--- config.mk ---
export PLATFORM = sky130hd
export DESIGN_NAME = planar_code_deframer
export DESIGN_NICKNAME = d
export VERILOG_FILES = /design/src/rtl/core/pcd_pkg.sv /design/src/rtl/core/pcd_cfg_regs.sv /design/src/rtl/core/pcd_word_fsm.sv /design/src/rtl/core/pcd_out_reg.sv /design/src/rtl/core/planar_code_deframer.sv
export SDC_FILE = /design/constraint.sdc
export NUM_CORES = 1
export LEC_CHECK = 0
export BUFFER_PORTS_ARGS = -buffer_cell sky130_fd_sc_hd__buf_4
export CAP_MARGIN = 40
export CORE_UTILIZATION = 35
export CTS_BUF_LIST = sky130_fd_sc_hd__clkbuf_8
export DETAILED_ROUTE_END_ITERATION = 10
export SYNTH_ARGS = -nofsm -noshare
export SYNTH_HDL_FRONTEND = slang
export SYNTH_SLANG_ARGS = --single-unit
--- constraint.sdc ---
create_clock -name clk_i -period 4.4 [get_ports clk_i]
set_input_delay 0.66 -clock clk_i [delete_from_list [all_inputs] [get_ports clk_i]]
set_output_delay 0.66 -clock clk_i [all_outputs]
set_load 0.005 [all_outputs]
--- src/rtl/core/pcd_pkg.sv ---
// shared types and constants of the planar code deframer
// no dependencies
`timescale 1ns / 1ps
`default_nettype none

package pcd_pkg;

  // configuration port
  localparam int unsigned PADDR_W = 3;
  localparam int unsigned PDATA_W = 32;
  localparam logic [0:0]  REG_BIG_ENDIAN = 1'b0;

  // graph phase codes
  localparam int unsigned PHASE_W = 2;
  localparam logic [PHASE_W-1:0] PHASE_IDLE  = 2'd0;
  localparam logic [PHASE_W-1:0] PHASE_COUNT = 2'd1;
  localparam int unsigned BYTE_W = 8;
  localparam int unsigned WORD_W = 16;
  localparam logic [PHASE_W-1:0] PHASE_LIST  = 2'd2;

  // one result item
  typedef struct packed {
    logic [WORD_W-1:0] word;
    logic              last_in_graph;
    logic              truncated;
  } pcd_result_t;

endpackage

`default_nettype wire

--- src/rtl/core/pcd_cfg_regs.sv ---
// configuration register file (byte order) behind an apb-style port
// depends on pcd_pkg
`timescale 1ns / 1ps
`default_nettype none

module pcd_cfg_regs (
  input  wire logic                          clk_i,
  input  wire logic                          rst_ni,
  input  wire logic                          psel,
  input  wire logic                          penable,
  input  wire logic                          pwrite,
  input  wire logic [pcd_pkg::PADDR_W-1:0]   paddr,
  input  wire logic [pcd_pkg::PDATA_W-1:0]   pwdata,
  output logic      [pcd_pkg::PDATA_W-1:0]   prdata,
  output logic                               pready,
  output logic                               big_endian_o
);

  logic big_endian_q;
  logic big_endian_d;
  logic hit_be;

  assign pready = 1'b1;
  assign hit_be = (paddr[pcd_pkg::PADDR_W-1:2] == pcd_pkg::REG_BIG_ENDIAN);

  // write on the access cycle
  always_comb begin
    big_endian_d = big_endian_q;
    if (psel && penable && pwrite && pready && hit_be) begin
      big_endian_d = pwdata[0];
    end
  end

  always_ff @(posedge clk_i or negedge rst_ni) begin
    if (!rst_ni) begin
      big_endian_q <= 1'b0;
    end else begin
      big_endian_q <= big_endian_d;
    end
  end

  // read back
  assign prdata = hit_be ? {{(pcd_pkg::PDATA_W-1){1'b0}}, big_endian_q}
                         : '0;

  assign big_endian_o = big_endian_q;

endmodule

`default_nettype wire

--- src/rtl/core/pcd_word_fsm.sv ---
// graph framing state: word assembly, vertex counting, truncation
// depends on pcd_pkg
`timescale 1ns / 1ps
`default_nettype none

module pcd_word_fsm (
  input  wire logic                           clk_i,
  input  wire logic                           rst_ni,
  input  wire logic                           accept_i,
  input  wire logic [pcd_pkg::BYTE_W-1:0]     data_byte_i,
  input  wire logic                           stream_end_i,
  input  wire logic                           big_endian_i,
  output logic                                res_valid_o,
  output pcd_pkg::pcd_result_t                res_o
);

  logic [pcd_pkg::PHASE_W-1:0] phase_q, phase_d;
  logic                        two_q, two_d;
  logic                        pend_q, pend_d;
  logic [pcd_pkg::BYTE_W-1:0]  held_q, held_d;
  logic [pcd_pkg::WORD_W-1:0]  vleft_q, vleft_d;

  logic                        have_word;
  logic [pcd_pkg::WORD_W-1:0]  word;
  logic [pcd_pkg::PHASE_W-1:0] word_phase;
  logic [pcd_pkg::WORD_W-1:0]  vleft_dec;

  assign vleft_dec = vleft_q - pcd_pkg::WORD_W'(1);

  always_comb begin
    phase_d     = phase_q;
    two_d       = two_q;
    pend_d      = pend_q;
    held_d      = held_q;
    vleft_d     = vleft_q;
    have_word   = 1'b0;
    word        = {{(pcd_pkg::WORD_W-pcd_pkg::BYTE_W){1'b0}}, data_byte_i};
    word_phase  = phase_q;
    res_valid_o = 1'b0;
    res_o       = '0;

    // byte handling and word assembly
    if (accept_i) begin
      if (stream_end_i) begin
        if (phase_q != pcd_pkg::PHASE_IDLE) begin
          phase_d           = pcd_pkg::PHASE_IDLE;
          two_d             = 1'b0;
          pend_d            = 1'b0;
          vleft_d           = '0;
          res_valid_o       = 1'b1;
          res_o.truncated   = 1'b1;
        end
      end else if (phase_q == pcd_pkg::PHASE_IDLE) begin
        phase_d = pcd_pkg::PHASE_COUNT;
        pend_d  = 1'b0;
        if (data_byte_i == '0) begin
          two_d = 1'b1;
        end else begin
          two_d      = 1'b0;
          have_word  = 1'b1;
          word_phase = pcd_pkg::PHASE_COUNT;
        end
      end else if (!two_q) begin
        have_word = 1'b1;
      end else if (!pend_q) begin
        held_d = data_byte_i;
        pend_d = 1'b1;
      end else begin
        pend_d    = 1'b0;
        have_word = 1'b1;
        word      = big_endian_i ? {held_q, data_byte_i} : {data_byte_i, held_q};
      end
    end

    // complete word: vertex count or list entry
    if (have_word) begin
      res_valid_o = 1'b1;
      res_o.word  = word;
      if (word_phase == pcd_pkg::PHASE_COUNT) begin
        if (word == '0) begin
          phase_d             = pcd_pkg::PHASE_IDLE;
          two_d               = 1'b0;
          vleft_d             = '0;
          res_o.last_in_graph = 1'b1;
        end else begin
          vleft_d = word;
          phase_d = pcd_pkg::PHASE_LIST;
        end
      end else if (word == '0) begin
        vleft_d = vleft_dec;
        if (vleft_dec == '0) begin
          phase_d             = pcd_pkg::PHASE_IDLE;
          two_d               = 1'b0;
          res_o.last_in_graph = 1'b1;
        end
      end
    end
  end

  always_ff @(posedge clk_i or negedge rst_ni) begin
    if (!rst_ni) begin
      phase_q <= pcd_pkg::PHASE_IDLE;
      two_q   <= 1'b0;
      pend_q  <= 1'b0;
      vleft_q <= '0;
    end else begin
      phase_q <= phase_d;
      two_q   <= two_d;
      pend_q  <= pend_d;
      vleft_q <= vleft_d;
    end
  end

  // held byte is payload, read only while a byte is pending
  always_ff @(posedge clk_i) begin
    held_q <= held_d;
  end

endmodule

`default_nettype wire

--- src/rtl/core/pcd_out_reg.sv ---
// output register stage with valid/stall handshake
// depends on pcd_pkg
`timescale 1ns / 1ps
`default_nettype none

module pcd_out_reg (
  input  wire logic                  clk_i,
  input  wire logic                  rst_ni,
  input  wire logic                  load_i,
  input  wire pcd_pkg::pcd_result_t  res_i,
  input  wire logic                  out_stall_i,
  output logic                       full_stall_o,
  output logic                       out_valid_o,
  output pcd_pkg::pcd_result_t       res_o
);

  logic                 valid_q, valid_d;
  pcd_pkg::pcd_result_t res_q, res_d;
  logic                 open_slot;

  // the register can take a new item when empty or being drained
  assign open_slot    = !valid_q || !out_stall_i;
  assign full_stall_o = !open_slot;

  always_comb begin
    valid_d = valid_q;
    res_d   = res_q;
    if (open_slot) begin
      valid_d = load_i;
      if (load_i) begin
        res_d = res_i;
      end
    end
  end

  always_ff @(posedge clk_i or negedge rst_ni) begin
    if (!rst_ni) begin
      valid_q <= 1'b0;
    end else begin
      valid_q <= valid_d;
    end
  end

  always_ff @(posedge clk_i) begin
    res_q <= res_d;
  end

  assign out_valid_o = valid_q;
  assign res_o       = res_q;

endmodule

`default_nettype wire

--- src/rtl/core/planar_code_deframer.sv ---
// planar code deframer: one item per cycle unless stalled, result registered in the cycle after acceptance
// throughput is one item per cycle, set by the single output register stage;
// input stalls only while the output register holds an item that is stalled
// rst_ni (async, active low) clears framing state, output valid and byte order
// depends on pcd_pkg, pcd_cfg_regs, pcd_word_fsm, pcd_out_reg
`timescale 1ns / 1ps
`default_nettype none

module planar_code_deframer (
  input  wire logic                          clk_i,
  input  wire logic                          rst_ni,
  input  wire logic                          psel,
  input  wire logic                          penable,
  input  wire logic                          pwrite,
  input  wire logic [pcd_pkg::PADDR_W-1:0]   paddr,
  input  wire logic [pcd_pkg::PDATA_W-1:0]   pwdata,
  output logic      [pcd_pkg::PDATA_W-1:0]   prdata,
  output logic                               pready,
  input  wire logic                          in_valid_i,
  output logic                               in_stall_o,
  input  wire logic [pcd_pkg::BYTE_W-1:0]    data_byte_i,
  input  wire logic                          stream_end_i,
  output logic                               out_valid_o,
  input  wire logic                          out_stall_i,
  output logic      [pcd_pkg::WORD_W-1:0]    word_o,
  output logic                               last_in_graph_o,
  output logic                               truncated_o
);

  logic                 big_endian;
  logic                 accept;
  logic                 res_valid;
  pcd_pkg::pcd_result_t res;
  pcd_pkg::pcd_result_t res_out;

  assign accept = in_valid_i && !in_stall_o;

  // configuration
  pcd_cfg_regs u_cfg (
    .clk_i        (clk_i),
    .rst_ni       (rst_ni),
    .psel         (psel),
    .penable      (penable),
    .pwrite       (pwrite),
    .paddr        (paddr),
    .pwdata       (pwdata),
    .prdata       (prdata),
    .pready       (pready),
    .big_endian_o (big_endian)
  );

  // framing state
  pcd_word_fsm u_fsm (
    .clk_i        (clk_i),
    .rst_ni       (rst_ni),
    .accept_i     (accept),
    .data_byte_i  (data_byte_i),
    .stream_end_i (stream_end_i),
    .big_endian_i (big_endian),
    .res_valid_o  (res_valid),
    .res_o        (res)
  );

  // result register
  pcd_out_reg u_out (
    .clk_i        (clk_i),
    .rst_ni       (rst_ni),
    .load_i       (res_valid),
    .res_i        (res),
    .out_stall_i  (out_stall_i),
    .full_stall_o (in_stall_o),
    .out_valid_o  (out_valid_o),
    .res_o        (res_out)
  );

  assign word_o          = res_out.word;
  assign last_in_graph_o = res_out.last_in_graph;
  assign truncated_o     = res_out.truncated;

endmodule

`default_nettype wire

After elaboration in Yosys (flattened, before gate mapping) --
Index checks and enable logic that the tools add are counted.
Operators by class: bitwise gates (word level) 4, equality and inequality tests 2, add/sub/neg operators 1, reductions and logical operators 17, multiplexer cells 56
Operators by type and width (count):
- $mux W16 | 13
- $logic_not A16 Y1 | 2
- $mux W1 | 30
- $mux W2 | 13
- $sub A16 B1 Y16 const B | 1
- $logic_not A8 Y1 | 1
- $reduce_and A5 Y1 | 1
- $logic_and A1 B1 Y1 | 4
- $not A1 Y1 | 4
- $logic_not A1 Y1 | 3
- $reduce_and A3 Y1 | 1
- $reduce_bool A3 Y1 | 1
- $eq A2 B1 Y1 const B | 1
- $logic_not A2 Y1 | 1
- $ne A2 B1 Y1 const B | 1
- $reduce_and A2 Y1 | 1
- $reduce_bool A2 Y1 | 1
- $logic_or A1 B1 Y1 | 1
Storage, ports and cells: word-level logic and storage cells 90, bits in registers 48, input port bits 51, output and inout port bits 53

Logic depth before layout (Yosys ltp) --
Gate-level depths: netlist of the first run.
depth after elaboration 10, mapped depth 8, gate-level depth less buffers 8

Hierarchy --
A second synthesis of the first run with hierarchy kept.
Second synthesis, totals: cells, all modules 333, area total of the unflattened synthesis 3119.2 sq um
Modules (own cells, without submodules):
- pcd_word_fsm | area an instance 2213.4 sq um, cells an instance 272, sequential area each 740.7 sq um, instances 1
- pcd_out_reg | area an instance 590.6 sq um, cells an instance 22, sequential area each 565.5 sq um, instances 1
- pcd_cfg_regs | area an instance 301.5 sq um, cells an instance 38, sequential area each 25.0 sq um, instances 1
- planar_code_deframer | area an instance 13.8 sq um, cells an instance 1, sequential area each 0.0 sq um, instances 1

Least setup slack after synthesis of the first run --
OpenSTA, ideal clock, no wires.
kind input -> register, start input port in_valid_i, end register u_out.res_q (netlist bit u_out.res_o[7]), data pin, setup time 0.263 ns, arrival 2.269 ns, data required time 4.137 ns, stages 6, path buffers 1, path slack 1.868 ns, path through a21bo_2 or3_1 clkbuf_1 nor2_2 mux2_2 nor2b_1
On the way: cells in the longest elaborated chain, start to end 2, elaborated cells on any way between the ends 3, those cells by class mux: 2; reduce/logical: 1
RTL lines:
- start, declared | RTL line planar_code_deframer.sv:19 | input wire logic in_valid_i,
- $logic_and A1 B1 Y1 (*) | RTL line planar_code_deframer.sv:36 | assign accept = in_valid_i && !in_stall_o;
- $mux W16 / $mux W1 (equally long branches) | RTL line pcd_word_fsm.sv:43 | if (accept_i) begin
- end signal, assigned | RTL line pcd_out_reg.sv:45 | res_q <= res_d;
- end, declared | RTL line pcd_out_reg.sv:18 | pcd_pkg::pcd_result_t res_q, res_d;
Mark *: on every way between the ends. The rest lies on a longest branch, timed or not. A chain may end at the register's enable or synchronous reset.

Final worst setup path of the first run --
start register u_fsm.vleft_q[0] (netlist bit), end register u_out.res_q (netlist bit u_out.res_o[1]), data pin
On the way: cells in the longest elaborated chain, start to end 5
RTL lines:
- start, declared | RTL line pcd_word_fsm.sv:21 | logic [pcd_pkg::WORD_W-1:0] vleft_q, vleft_d;
- start signal, assigned | RTL line pcd_word_fsm.sv:110 | vleft_q <= vleft_d;
- $sub A16 B1 Y16 | RTL line pcd_word_fsm.sv:28 | assign vleft_dec = vleft_q - pcd_pkg::WORD_W'(1);
- $logic_not A16 Y1 | RTL line pcd_word_fsm.sv:91 | if (vleft_dec == '0) begin
- $mux W1 | RTL line pcd_word_fsm.sv:91
- $mux W1 | RTL line pcd_word_fsm.sv:89 | end else if (word == '0) begin
- $mux W1 | RTL line pcd_word_fsm.sv:79 | if (word_phase == pcd_pkg::PHASE_COUNT) begin
No other way between the ends.

==> results of run 1 <==
[worst min path at each step]
stage | cells past startpoint | start | slack [ps] | end
after global placement | 1 | u_fsm.vleft_q[15] | 530 | u_fsm.vleft_q[15]
final | 1 | rst_ni | 240 | u_fsm.two_q
after detailed placement | 2 | u_fsm.vleft_q[10] | 520 | u_fsm.vleft_q[10]
after CTS | 1 | rst_ni | 250 | u_fsm.vleft_q[3]
after global routing | 1 | rst_ni | 250 | u_cfg.big_endian_o
after floorplan | 0 | rst_ni | 360 | u_cfg.big_endian_o
[sequential cells by signal (all words and copies together), names as in the netlist]
name	count
u_out.res_o	18
u_fsm.vleft_q	16
u_fsm.held_q	8
u_fsm.phase_q	2
u_cfg.big_endian_o	1
u_fsm.pend_q	1
u_fsm.two_q	1
u_out.out_valid_o	1
[cell usage after synthesis, types with 2 or more instances]
cell | instances | area (µm²)
a21o_1 | 2 | 15.01
a21oi_1 | 8 | 40.04
a22oi_1 | 5 | 37.54
a31oi_1 | 6 | 37.54
a41oi_1 | 2 | 17.52
and2_1 | 4 | 25.02
buf_4 | 32 | 240.2
buf_6 | 2 | 22.52
clkbuf_1 | 6 | 22.52
conb_1 | 2 | 7.510
dfrtp_1 | 22 | 550.5
edfxtp_1 | 26 | 780.8
ha_1 | 2 | 25.02
inv_1 | 9 | 33.78
mux2_2 | 2 | 22.52
mux2i_1 | 15 | 150.1
nand2_1 | 21 | 78.83
nand2b_1 | 5 | 31.28
nand3_1 | 10 | 50.05
nand3b_1 | 2 | 15.01
nand4_1 | 2 | 12.51
nor2_1 | 30 | 112.6
nor2b_1 | 3 | 18.77
nor3_1 | 8 | 40.04
nor4_1 | 8 | 50.05
o211ai_1 | 7 | 52.55
o21ai_0 | 18 | 90.09
o221ai_1 | 4 | 35.03
or2_2 | 2 | 12.51
or4_1 | 2 | 15.01
xor2_1 | 2 | 17.52
[logic make-up after synthesis]
kind of cell	after synthesis	share of synthesized area, %
fa+ha+maj	2	0.8597
flops	48	45.74
other cells	2	0.2580
mux	17	5.933
compound gates	68	16.08
buf+inv	51	11.26
simple gates	106	18.96
xor+xnor	3	0.9030
[stage by stage]
step,hold WS [ps],cells
after detailed placement,517.3,428
after global routing,253.0,436
after floorplan,364.4,327
after global placement,527.0,427
final,241.5,436
after CTS,246.9,436
[routing by layer]
layer  GRT usage (%)  wire length (µm)
met1           21.49              3026
met2           26.90              3237
met3           3.415               376
met4           4.615                86
met5               0                 0
[final cells by class]
class | count | area, µm²
Timing Repair Buffer | 41 | 305.3
Sequential cell | 48 | 1331
Multi-Input combinational cell | 228 | 1364
Tap cell | 102 | 127.6
Fill cell | 765 | 4593
Clock buffer | 5 | 68.82
Clock inverter | 3 | 63.81
Inverter | 9 | 33.78
[power groups by stage]
stage	Clock (mW)	Combinational, mW	Sequential [mW]
2_1_floorplan	0	0.495	0.626
3_5_place_dp	0	0.585	0.681
5_1_grt	0.397	0.663	0.689
3_3_place_gp	0	0.577	0.677
4_1_cts	0.381	0.587	0.672
6_report	0.376	0.586	0.673
[worst max-delay path, delay by kind of cell (launching register included)]
family | cells | cell delay (ps)
AOI/OAI and AO/OA | 3 | 570
buffers and inverters | 1 | 100
and+or+nand+nor | 3 | 1090
adders and majority gates | 1 | 290
DFF | 1 | 500
==> metrics, run 1 <==
core area=7888 µm²; Most used DFF post-synth=edfxtp_1; net count reported at finish=386; IO Port Bufs=38; chip height=93.19 µm; Setup Fix Bufs, Post-CTS=0; clock sink count=48; clock share of power=23.0%; Die Wd=93.19 µm; Finished Cell Area=3294 µm²; DRC Markers=0; DP Worst Slack=1434 ps; remaining antenna violation count=0; crit path from=u_fsm.vleft_q[0]; reg2reg path depth=8; end of the worst register-to-register path=u_out.res_o[1]; Clock Pin Slew Worst Setup and Hold Paths=90 ps; worst setup margin=1608 ps; I/O pins=104; routed vias=2,326; Psw=0.6087 mW; effective utilization at floorplan=36.90%; Sw Ratio=37.21%; Post-synth EDFFs=26; initial antenna violation count=0; WP data required=4470 ps; slew margin rel.=56.34%; vias in the first global route=2,191; worst reg2reg setup slack=1610 ps; Avg Cell Area, Syn=9.799 µm²; drt via density=5.335; endpoints failing setup=0; synth warn=0; row count=32; Mapped Area=2910 µm²; final hold vios=0; largest net degree at the start of global routing=23; PwrDens=496.6 nW/µm²; crit-path max FO=9; hold crit path type=input pin to async pin; Max Freq=358.2 MHz; final core occ=41.77%; Leak Pwr=1.332 nW; slowest stage delay, CP=640 ps; # H-tree levels=2; Antenna diodes=0; setup TNS=0 ps; CTS max path bufs=2; Synth cell types=59; Area after DPL=3162 µm²; worst-skew pair later-pin latency=300 ps; most frequent cells in the layout=40 x buf_4, 32 x conb_1, 30 x nor2_1; cell chain of the critical path=inv_1, ha_1, or4b_2, nor3_1, o21ai_0, a22oi_1, o31ai_2, and2_1; cell-internal power=1.027 mW; worst-margin pin slew=652.5 ps; CP max stage cell=or4b_2; status=completed; Root Driver=clkbuf_8; area grow syn2layout=13.20%; Synth Instances=297; RSZ-0062 raised after global routing=false; CTS tree=done; min Tclk post-route=2792 ps; post-cts gate resize count=0; Hold Buf Count CTS=0; critical path launch point type=register; Gate power share=35.8%; commonest non-fill, non-tap cell in the layout=buf_4; Max VDD drop=0.1560 mV; Wirelength per Cell=15.43 µm; layout cells sized above 1=17.96%; first-pass GRT wire length=10,900 µm; die area=8683 µm²; sequential fraction of the synthesis area=45.74%; final wirelength=6726 µm; DR pass1 iterations=4; worst flop-to-flop path startpoint=u_fsm.vleft_q[0]; Crit Path Class=register to register; Period Utilization, post-route=63.46%; asr flop ratio synth=45.83%; Overflow after GRT=0; dpl hpwl=5063 µm; sequential power share=41.2%; max_cap viols=0; CP endpoint kind=register; skew final=2.049 ps; Total GRT Usage=16.28%; FF+latch count, synth=48; Routability Congestion=0.8456; post-layout power=1.636 mW; CTS buffer count=5; Setup crit end=u_out.res_o[1]; critical path arrival=2860 ps; Final Max Tran Viols=0; number of DRC markers in iteration 0=194
(Power assumes the default switching activity.)
==> run 2: changes to the inputs <==
==> constraint.sdc (replaced) <==
create_clock -name clk_i -period 2.81 [get_ports clk_i]
set_input_delay 0.4215 -clock clk_i [delete_from_list [all_inputs] [get_ports clk_i]]
set_output_delay 0.4215 -clock clk_i [all_outputs]
set_load 0.005 [all_outputs]
==> run 2 against run 1 <==
Effect of this change: cell area grew 2.3%; highest routed layer unchanged; first-iteration DRC count grew 2.1%; count of clock-buffer cells in the layout is the same; maximum frequency grew 9.5%; critical path type unchanged; register-to-register slack lost 1300 ps; critical path depth shrank 1; worst hold slack lost 240 ps; worst setup slack lost 1300 ps; global-route usage grew 0.79 points.
==> metrics, run 2 (synthesis gave the netlist of run 1 again) <==
status=completed; CTS buffer count=5; clock share of power=16.7%; reg2reg path depth=7; final wirelength=6999 µm; die area=8683 µm²; routed vias=2,360; hold crit path type=input pin to async pin; Max Freq=392.1 MHz; row count=32; cell-internal power=1.517 mW; endpoints failing setup=0; first-pass GRT wire length=11,500 µm; commonest non-fill, non-tap cell in the layout=buf_4; chip height=93.19 µm; area grow syn2layout=15.78%; Setup Fix Bufs, Post-CTS=0; DR pass1 iterations=4; Routability Congestion=0.8776; drt via density=5.244; RSZ-0062 raised after global routing=false; # H-tree levels=2; largest net degree at the start of global routing=23; skew final=3.569 ps; most frequent cells in the layout=54 x buf_4, 32 x conb_1, 30 x nor2_1; final hold vios=0; Hold Buf Count CTS=0; vias in the first global route=2,260; DRC Markers=0; Leak Pwr=1.374 nW; sequential power share=40.9%; min Tclk post-route=2550 ps; worst flop-to-flop path startpoint=u_fsm.vleft_q[0]; initial antenna violation count=0; Finished Cell Area=3369 µm²; worst-skew pair later-pin latency=300 ps; Wirelength per Cell=15.55 µm; Psw=0.9941 mW; remaining antenna violation count=0; end of the worst register-to-register path=u_out.res_o[1]; crit-path max FO=6; Antenna diodes=0; PwrDens=745.3 nW/µm²; Gate power share=42.5%; Hold Slack=2.566 ps; Clock Pin Slew Worst Setup and Hold Paths=90 ps; worst-margin pin slew=651.4 ps; Overflow after GRT=0; critical path arrival=2730 ps; net count reported at finish=400; worst reg2reg setup slack=260 ps; setup TNS=0 ps; Period Utilization, post-route=90.76%; CTS max path bufs=2; Crit Path Class=register to register; layout cells sized above 1=21.26%; number of DRC markers in iteration 0=198; Final Max Tran Viols=0; Max VDD drop=0.3161 mV; CP endpoint kind=register; clock sink count=48; core area=7888 µm²; I/O pins=104; dpl hpwl=5318 µm; slew margin rel.=56.41%; post-cts gate resize count=0; max FFs per register=18; effective utilization at floorplan=36.90%; Area after DPL=3282 µm²; final core occ=42.72%; Root Driver=clkbuf_8; critical path launch point type=register; Die Wd=93.19 µm; Total GRT Usage=17.07%; Sw Ratio=39.59%; WP data required=2990 ps; max_cap viols=0; CTS tree=done; post-layout power=2.511 mW; IO Port Bufs=38
==> run 2: cell types whose count changed in the layout (fill, tap and decap cells not counted), sizes merged <==
cell,previous run,this run
inv,10,9
clkinv,0,1
bufinv,2,0
clkinvlp,0,2
buf,41,55
==> run 2: cell type report <==
cell class              instances  area [µm²]
well taps                     102       127.6
clock inverters                 3       18.77
multi-input cells             228        1364
fillers                       776        4518
clock buffers                   5       68.82
repair buffers                 55       425.4
inverters                       9       33.78
flip-flops and latches         48        1331
==> run 2: routing by layer <==
metal	GRT usage [%]	wire length, µm	vias up
li1	-	-	1137
met1	22.53	3222	1139
met2	28.49	3317	75
met3	3.252	370	9
met4	4.744	88	0
met5	0	0	-
==> run 2: power groups by stage <==
stage               Clock, mW  Sequential, mW  Combinational [mW]
floorplan                   0           0.980               0.774
global placement            0            1.03                1.05
detailed placement          0            1.04                1.06
CTS                     0.427            1.03                1.06
global route            0.464            1.05                1.19
finish                  0.418            1.03                1.07
==> run 2: per-stage QoR <==
stage	std cells	setup WS, ps
after CTS	450	259.5
after floorplan	327	412.9
after global placement	442	278.4
after detailed placement	442	282.6
final	450	259.7
after global routing	450	150.7
==> run 2: critical path: stages (launching register included) <==
cell	delay [ps]
dfrtp_1	420
buf_4	170
or4_4	590
or4_1	480
a21oi_1	130
o211ai_1	160
o31ai_2	290
and2_1	180
==> run 2: worst max-delay path by stage <==
stage	from	end	slack [ps]	cells after the start
finish	u_fsm.vleft_q[0]	u_out.res_o[1]	260	7
global route	u_fsm.vleft_q[0]	u_out.res_o[1]	150	8
CTS	u_fsm.vleft_q[0]	u_out.res_o[1]	260	8
detailed placement	u_fsm.vleft_q[0]	u_out.res_o[1]	280	8
global placement	u_fsm.vleft_q[0]	u_out.res_o[1]	280	8
floorplan	u_fsm.vleft_q[0]	u_out.res_o[1]	410	8
